## src/rtl/assert_macros.svh

```systemverilog
`ifndef ASSERT_MACROS_SVH
`define ASSERT_MACROS_SVH

// Clocked check, masked while reset is active
`define EHT_ASSERT(name, expr, msg) \
    name: assert property (@(posedge clk) disable iff (!rst_n) expr) else $error(msg);

// Clocked check, also active during reset
`define EHT_ASSERT_ALWAYS(name, expr, msg) \
    name: assert property (@(posedge clk) expr) else $error(msg);

`endif

```

## src/rtl/eht_pkg.sv

```systemverilog
`timescale 1ns / 1ps

package eht_pkg;

    // Request kinds
    localparam logic [1:0] ACT_FIND   = 2'd0;
    localparam logic [1:0] ACT_INSERT = 2'd1;
    localparam logic [1:0] ACT_REMOVE = 2'd2;
    localparam logic [1:0] ACT_QUERY  = 2'd3;

    // Result status codes
    localparam logic [1:0] ST_OK   = 2'd0;
    localparam logic [1:0] ST_MISS = 2'd1;
    localparam logic [1:0] ST_FULL = 2'd2;

    // Fixed field widths
    localparam int ACTION_W   = 2;
    localparam int DIR_SLOT_W = 6;
    localparam int STATUS_W   = 2;
    localparam int GD_OUT_W   = 3;
    localparam int BC_OUT_W   = 7;
    localparam int LD_OUT_W   = 3;
    localparam int CAP_W      = 4;
    localparam logic [CAP_W-1:0] CAP_RESET = 4'd8;

    // Datapath operations
    typedef enum logic [4:0] {
        OP_NONE,
        OP_LOAD,
        OP_DIR_RD,
        OP_BKT_RD,
        OP_MASK,
        OP_KEY_RD,
        OP_KEY_CMP,
        OP_HIT,
        OP_PUT,
        OP_DBL_RD,
        OP_DBL_WR,
        OP_GROW,
        OP_SPLIT,
        OP_RP_RD,
        OP_RP_WR,
        OP_MV_RD,
        OP_MV_WR,
        OP_FIN_OLD,
        OP_FIN_NEW,
        OP_RESULT
    } op_t;

    // Kind of result word to build
    typedef enum logic [2:0] {
        RES_OK,
        RES_FOUND,
        RES_HIT,
        RES_MISS,
        RES_FULL,
        RES_QUERY
    } res_t;

    typedef struct packed {
        op_t  op;
        res_t res;
        logic clr_i;
        logic inc_i;
    } cmd_t;

    typedef struct packed {
        logic [ACTION_W-1:0] action;
        logic                loop;
        logic                match;
        logic                scan_last;
        logic                room;
        logic                bkt_lim;
        logic                need_dbl;
        logic                gd_max;
        logic                dbl_last;
        logic                rp_last;
        logic                out_free;
    } sts_t;

endpackage

```

## src/rtl/eht_ctrl.sv

```systemverilog
`timescale 1ns / 1ps
`include "assert_macros.svh"

module eht_ctrl (
    input  logic          clk,
    input  logic          rst_n,
    input  logic          in_valid,
    output logic          in_ready,
    input  eht_pkg::sts_t sts,
    output eht_pkg::cmd_t cmd
);

    typedef enum logic [19:0] {
        S_IDLE    = 20'h00001,
        S_DIR     = 20'h00002,
        S_BKT     = 20'h00004,
        S_MASK    = 20'h00008,
        S_KRD     = 20'h00010,
        S_KCMP    = 20'h00020,
        S_HIT     = 20'h00040,
        S_INS     = 20'h00080,
        S_PUT     = 20'h00100,
        S_DBL_RD  = 20'h00200,
        S_DBL_WR  = 20'h00400,
        S_GROW    = 20'h00800,
        S_SPLIT   = 20'h01000,
        S_RP_RD   = 20'h02000,
        S_RP_WR   = 20'h04000,
        S_MV_RD   = 20'h08000,
        S_MV_WR   = 20'h10000,
        S_FIN_OLD = 20'h20000,
        S_FIN_NEW = 20'h40000,
        S_DONE    = 20'h80000
    } state_t;

    state_t        state_reg, state_next;
    eht_pkg::res_t res_reg, res_next;

    // Hold state and pending result kind
    always_ff @(posedge clk or negedge rst_n)
    begin
        if (!rst_n)
        begin
            state_reg <= S_IDLE;
            res_reg   <= eht_pkg::RES_OK;
        end
        else
        begin
            state_reg <= state_next;
            res_reg   <= res_next;
        end
    end

    // Sequence the datapath
    always_comb
    begin
        state_next = state_reg;
        res_next   = res_reg;
        cmd.op     = eht_pkg::OP_NONE;
        cmd.res    = res_reg;
        cmd.clr_i  = 1'b0;
        cmd.inc_i  = 1'b0;
        in_ready   = 1'b0;
        case (state_reg)
            S_IDLE:
            begin
                in_ready = 1'b1;
                if (in_valid)
                begin
                    cmd.op     = eht_pkg::OP_LOAD;
                    state_next = S_DIR;
                end
            end
            S_DIR:
            begin
                cmd.op     = eht_pkg::OP_DIR_RD;
                state_next = S_BKT;
            end
            S_BKT:
            begin
                cmd.op     = eht_pkg::OP_BKT_RD;
                state_next = S_MASK;
            end
            S_MASK:
            begin
                cmd.op    = eht_pkg::OP_MASK;
                cmd.clr_i = 1'b1;
                if (sts.action == eht_pkg::ACT_QUERY)
                begin
                    res_next   = eht_pkg::RES_QUERY;
                    state_next = S_DONE;
                end
                else if (sts.loop)
                    state_next = S_INS;
                else
                    state_next = S_KRD;
            end
            S_KRD:
            begin
                cmd.op     = eht_pkg::OP_KEY_RD;
                state_next = S_KCMP;
            end
            S_KCMP:
            begin
                cmd.op    = eht_pkg::OP_KEY_CMP;
                cmd.inc_i = 1'b1;
                if (sts.match)
                begin
                    if (sts.action == eht_pkg::ACT_FIND)
                    begin
                        res_next   = eht_pkg::RES_FOUND;
                        state_next = S_DONE;
                    end
                    else
                        state_next = S_HIT;
                end
                else if (sts.scan_last)
                begin
                    if (sts.action == eht_pkg::ACT_INSERT)
                        state_next = S_INS;
                    else
                    begin
                        res_next   = eht_pkg::RES_MISS;
                        state_next = S_DONE;
                    end
                end
                else
                    state_next = S_KRD;
            end
            S_HIT:
            begin
                cmd.op     = eht_pkg::OP_HIT;
                res_next   = eht_pkg::RES_HIT;
                state_next = S_DONE;
            end
            S_INS:
            begin
                if (sts.room)
                    state_next = S_PUT;
                else if (sts.bkt_lim || (sts.need_dbl && sts.gd_max))
                begin
                    res_next   = eht_pkg::RES_FULL;
                    state_next = S_DONE;
                end
                else if (sts.need_dbl)
                begin
                    cmd.clr_i  = 1'b1;
                    state_next = S_DBL_RD;
                end
                else
                    state_next = S_SPLIT;
            end
            S_PUT:
            begin
                cmd.op     = eht_pkg::OP_PUT;
                res_next   = eht_pkg::RES_OK;
                state_next = S_DONE;
            end
            S_DBL_RD:
            begin
                cmd.op     = eht_pkg::OP_DBL_RD;
                state_next = S_DBL_WR;
            end
            S_DBL_WR:
            begin
                cmd.op     = eht_pkg::OP_DBL_WR;
                cmd.inc_i  = 1'b1;
                state_next = sts.dbl_last ? S_GROW : S_DBL_RD;
            end
            S_GROW:
            begin
                cmd.op     = eht_pkg::OP_GROW;
                state_next = S_SPLIT;
            end
            S_SPLIT:
            begin
                cmd.op     = eht_pkg::OP_SPLIT;
                cmd.clr_i  = 1'b1;
                state_next = S_RP_RD;
            end
            S_RP_RD:
            begin
                cmd.op     = eht_pkg::OP_RP_RD;
                state_next = S_RP_WR;
            end
            S_RP_WR:
            begin
                cmd.op    = eht_pkg::OP_RP_WR;
                cmd.inc_i = 1'b1;
                if (sts.rp_last)
                begin
                    cmd.clr_i  = 1'b1;
                    state_next = S_MV_RD;
                end
                else
                    state_next = S_RP_RD;
            end
            S_MV_RD:
            begin
                cmd.op     = eht_pkg::OP_MV_RD;
                state_next = S_MV_WR;
            end
            S_MV_WR:
            begin
                cmd.op    = eht_pkg::OP_MV_WR;
                cmd.inc_i = 1'b1;
                if (sts.scan_last)
                begin
                    cmd.clr_i  = 1'b1;
                    state_next = S_FIN_OLD;
                end
                else
                    state_next = S_MV_RD;
            end
            S_FIN_OLD:
            begin
                cmd.op     = eht_pkg::OP_FIN_OLD;
                state_next = S_FIN_NEW;
            end
            S_FIN_NEW:
            begin
                cmd.op     = eht_pkg::OP_FIN_NEW;
                state_next = S_DIR;
            end
            S_DONE:
            begin
                if (sts.out_free)
                begin
                    cmd.op     = eht_pkg::OP_RESULT;
                    state_next = S_IDLE;
                end
            end
            default:
            begin
                state_next = S_IDLE;
            end
        endcase
    end

    `EHT_ASSERT(a_result_has_room, (cmd.op == eht_pkg::OP_RESULT) |-> sts.out_free, "result word would overwrite an untaken word")
    `EHT_ASSERT(a_load_only_idle, (cmd.op == eht_pkg::OP_LOAD) |=> (state_reg == S_DIR), "request load did not start a lookup")

endmodule

```

## config.mk

```make
export PLATFORM = sky130hd
export DESIGN_NAME = eht_ctrl
export DESIGN_NICKNAME = d
export VERILOG_FILES = /design/src/rtl/eht_pkg.sv /design/src/rtl/eht_ctrl.sv
export VERILOG_INCLUDE_DIRS = /design/src /design/src/rtl
export SDC_FILE = /design/constraint.sdc
export NUM_CORES = 1
export LEC_CHECK = 0
export ABC_AREA = 1
export BUFFER_PORTS_ARGS = -buffer_cell sky130_fd_sc_hd__clkbuf_2
export CORE_UTILIZATION = 60
export CTS_CLUSTER_SIZE = 24
export DETAILED_ROUTE_END_ITERATION = 10
export GPL_ROUTABILITY_DRIVEN = 0
export HOLD_SLACK_MARGIN = 0.08
export PLACE_DENSITY = 0.88
export SETUP_SLACK_MARGIN = 0.02
export SLEW_MARGIN = 10
export SYNTH_ARGS = -nofsm -noshare
export SYNTH_HDL_FRONTEND = slang
export SYNTH_SLANG_ARGS = --single-unit
```

## constraint.sdc

```tcl
create_clock -name clk -period 4.41 [get_ports clk]
set_clock_uncertainty 0.05 [all_clocks]
set_input_delay 0.441 -clock clk [delete_from_list [all_inputs] [get_ports clk]]
set_output_delay 0.441 -clock clk [all_outputs]
set_load 0.1 [all_outputs]
```

# ---- Word-level counts from Yosys, hierarchy flattened
# Index checks and enable logic that the tools add are counted.
dict set report word_totals {
  reg_bits 23
  out_inout_bits 11
  word_cells 75
}
dict set report op_classes {
  n_mux 34
  n_eq_ne 30
  n_reduce_logical 9
}
# operator count
set op_table {}
lappend op_table {{$pmux 20 s19} 1}
lappend op_table {{$mux 20} 9}
lappend op_table {{$pmux 5 s19} 1}
lappend op_table {{$mux 3} 7}
lappend op_table {{$eq 20x1->1 const B} 1}
lappend op_table {{$eq 20x10->1 const B} 1}
lappend op_table {{$eq 20x11->1 const B} 1}
lappend op_table {{$eq 20x12->1 const B} 1}
lappend op_table {{$eq 20x13->1 const B} 1}
lappend op_table {{$eq 20x14->1 const B} 1}
lappend op_table {{$eq 20x15->1 const B} 1}
lappend op_table {{$eq 20x16->1 const B} 1}
lappend op_table {{$eq 20x17->1 const B} 1}
lappend op_table {{$eq 20x18->1 const B} 1}
lappend op_table {{$eq 20x19->1 const B} 1}
lappend op_table {{$eq 20x2->1 const B} 1}
lappend op_table {{$eq 20x20->1 const B} 1}
lappend op_table {{$eq 20x3->1 const B} 1}
lappend op_table {{$eq 20x4->1 const B} 1}
lappend op_table {{$eq 20x5->1 const B} 1}
lappend op_table {{$eq 20x6->1 const B} 1}
lappend op_table {{$eq 20x7->1 const B} 1}
lappend op_table {{$eq 20x8->1 const B} 1}
lappend op_table {{$eq 20x9->1 const B} 1}
lappend op_table {{other kinds (21)} 35}

# ---- Longest topological paths before layout
dict set report logic_depth {
  word_depth 5
  depth_mapped 11
  depth_no_buf 11
}

# ---- Worst setup path before layout
# OpenSTA, ideal clock, no wires.
dict set report synth_path {
  kind {reg-to-output}
  startpoint {register state_reg[0]}
  endpoint {output cmd[6] in the netlist's numbering}
  arrival_ps 2028
  n_path_buf 0
  stages_incl_launch_ff 10
  slack_ps 1891
  required_time_ps 3919
  cell_sequence {dfstp_2 -> nor2_2 -> nand2_2 -> nor2_4 -> nand2_4 -> inv_4 -> nand2_2 -> nand2_1 -> nor2_1 -> nand4_1}
}
# element line_no
set synth_rtl {}
lappend synth_rtl {{start: declaration} eht_ctrl.sv:36} ;# state_t state_reg, state_next;
lappend synth_rtl {{start signal: assignment} eht_ctrl.sv:49} ;# state_reg <= state_next;
lappend synth_rtl {{end: declaration} eht_ctrl.sv:10} ;# output eht_pkg::cmd_t cmd

==> results.toml <==
[logic_synthesis]
yosysTopAreaCellShare = 0.355
yosys-top-cells-area = "dfrtp_1 36%, nand2_1 9.5%, inv_1 9.0%"
ys_top_cells_by_count = "39 x nand2_1, 37 x inv_1, 27 x nand3_1, 27 x nor2_1, 22 x dfrtp_1"
ys_types = 29
postSynthCellCount = 220
post-synth-top-count-cell = "nand2_1"
async_flop_share = 1.00
ys_ff_latch = 23
synth_seq_area_share = 0.372
ys.flop_type = "dfrtp_1"
syn-num-nets = 235
yosysWarnings = 0
synth_area_per_cell_um2 = 7.04
synth_edf_count = 0
yosysTopAreaCell = "dfrtp_1"
syn_area_mm2 = 0.00155

[critical_path]
endpoint_kind = "primary output"
worstPathArrival_ns = 2.33
regToRegSetupSlack_ns = 2.65
worst-path-max-fanout = 9
start_kind = "flip-flop"
required_ns = 3.92
crit_type = "flip-flop to primary output"

[clock_network]
cts.clk_slew.worst_paths_ns = 0.12
clk_latency_ns = 0.31
cts_buffers = 3
cts_setup_buffers = 0
cts-root-buf = "clkbuf_4"
htree_levels = 1
clock_sinks = 23
tritoncts = "yes"
clock_path_buffers = 2

[place]
placed_cell_area_mm2 = 0.00171
port_buffers = 25
dpl.hpwl_mm = 2.95

[layout]
stdcell_area_mm2 = 0.00175
area_delta_synth_final_pct = 12.8
largest_reg_flops = 20
antenna_cells = 0
drive_gt1_frac = 0.228
nNetsFinal = 266

[die]
die_area_mm2 = 0.00279
core-area_mm2 = 0.00245
std_cell_rows = 18
num_io_pins = 26
initial_core_util = 0.631
fp.dieW_um = 52.8
die_h_um = 52.8

[timing]
max_freq_mhz = 355
fin_hold_ws_ns = 0.280
rsz0062_at_grt = "false"
tns_ns = 0
slew_viol_final = 0
min_period_over_period = 0.639
slew_headroom = 0.630
tightest_slew_ns = 0.555
setup_viol = 0
hold_viol_final = 0
period_minus_slack_ns = 2.82

[global_route]
grt_overflow = 0
grtUsageTotal = 0.286
grt_pass1_wl_mm = 5.71
grt_pass1_vias = 1362
antenna_found_initial = 0
grt_max_degree = 24

[routing]
dr_total_vias = 1534
via_per_inst = 5.48
first_iter_violations = 55
drc_errors = 0
antenna_left = 0
first_pass_iters = 4
routed_wl_mm = 3.50
wl_per_cell_um = 12.5

[power]
p_per_area_mw_per_mm2 = 468
p_leak_nw = 1.05
ir_worst_vdd_uv = 547

[run]
maxCapViolations = 0

[outcome]
outcome = "finished clean"

[worst_hold_path]
hold_class = "input port to flip-flop"
[repair_timing]
item | 4_1_cts | 5_1_grt
hold buffers | 1 | 0
hold endpoints to repair | 22 | 0
gates resized for setup | 0 | 0
[area by class of cell]
type	instances	area, µm²
Tap cell	30	37.5
Sequential cell	23	577
Fill cell	216	707
Multi-Input combinational cell	157	820
Inverter	40	153
Clock buffer	4	26.3
Timing Repair Buffer	26	135
[through the flow]
step                      total power [W]   util  worst slack, ns  std cells
after floorplan                  0.000650      -             1.89        220
after global placement           0.000721  0.697             2.05        275
after detailed placement         0.000726  0.697             1.97        275
after CTS                        0.000822  0.712             1.61        280
after global routing             0.000867  0.712             1.42        280
final                            0.000819  0.712             1.59        280
[cells in the final DEF (no fill, tap or decap)]
| master | netlist | layout |
|---|---|---|
| inv_2 | 2 | 2 |
| and2_1 | 1 | 1 |
| nand2_1 | 39 | 39 |
| and3_1 | 1 | 1 |
| nor2_1 | 27 | 27 |
| nand3b_1 | 2 | 2 |
| dlygate4sd3_1 | 0 | 1 |
| nand2_2 | 6 | 6 |
| clkbuf_4 | 0 | 3 |
| nor4_1 | 1 | 1 |
| nand3b_2 | 1 | 1 |
| o22ai_1 | 2 | 2 |
| clkbuf_2 | 0 | 25 |
| inv_1 | 37 | 37 |
| nand2_4 | 2 | 2 |
| nor2_4 | 8 | 8 |
| a21oi_1 | 3 | 3 |
| or2_4 | 1 | 1 |
| clkbuf_1 | 0 | 1 |
| o21a_1 | 1 | 1 |
| dfstp_2 | 1 | 1 |
| nand3_1 | 27 | 27 |
| nand4_1 | 6 | 6 |
| or2_2 | 1 | 1 |
| o21ai_1 | 1 | 1 |
| nor3b_1 | 1 | 1 |
| o31ai_1 | 1 | 1 |
| o21ai_0 | 8 | 8 |
| dfrtp_1 | 22 | 22 |
| nor2b_1 | 1 | 1 |
| nor3_1 | 10 | 10 |
| nor2_2 | 6 | 6 |
| inv_4 | 1 | 1 |
[kinds of logic (layout without fill, tap and decap cells)]
kind of cell           count (synthesis)  in the layout  synth area share
and+or+nand+nor                      141            141             0.473
buffers and inverters                 40             70            0.0985
DFF                                   23             23             0.372
AOI/OAI and AO/OA                     16             16            0.0565
[where the power goes]
| part | internal (W) | leakage [nW] | switching, W | total (W) |
|---|---|---|---|---|
| clock | 0.0000353 | 0.0150 | 0.0000608 | 0.0000961 |
| sequential | 0.000240 | 0.309 | 0.0000179 | 0.000258 |
| combinational | 0.0000957 | 0.721 | 0.000369 | 0.000464 |
| total | 0.000371 | 1.05 | 0.000447 | 0.000819 |
[final timing paths]
check / startpoint / endpoint / depth (start not counted)
worst max register to register: state_reg[0] / res_reg[0] / 11
min in group asynchronous: rst_n / state_reg[13] / 2
worst min register to register: res_reg[0] / res_reg[0] / 2
worst min-delay path: sts[2] / state_reg[11] / 3
max in group asynchronous: rst_n / state_reg[0] / 2
worst max-delay path: state_reg[7] / cmd[1] / 8
[worst max-delay path, cell delays in order, from the launching register on]
cell	delay, ns
dfrtp_1	0.42
nor2_1	0.18
nand2_2	0.13
nor2_4	0.21
nand3_1	0.24
o21ai_0	0.24
inv_1	0.06
nand4_1	0.08
clkbuf_2	0.46
[layer usage]
layer | global-route usage | part of all wire | vias to the layer above
met5 | 0 | 0 | -
met4 | 0.105 | 0.016 | 0
met3 | 0.0406 | 0.059 | 9
met2 | 0.494 | 0.49 | 58
met1 | 0.357 | 0.43 | 710
li1 | - | - | 757
No activity file was read; power rests on OpenSTA's default activity.
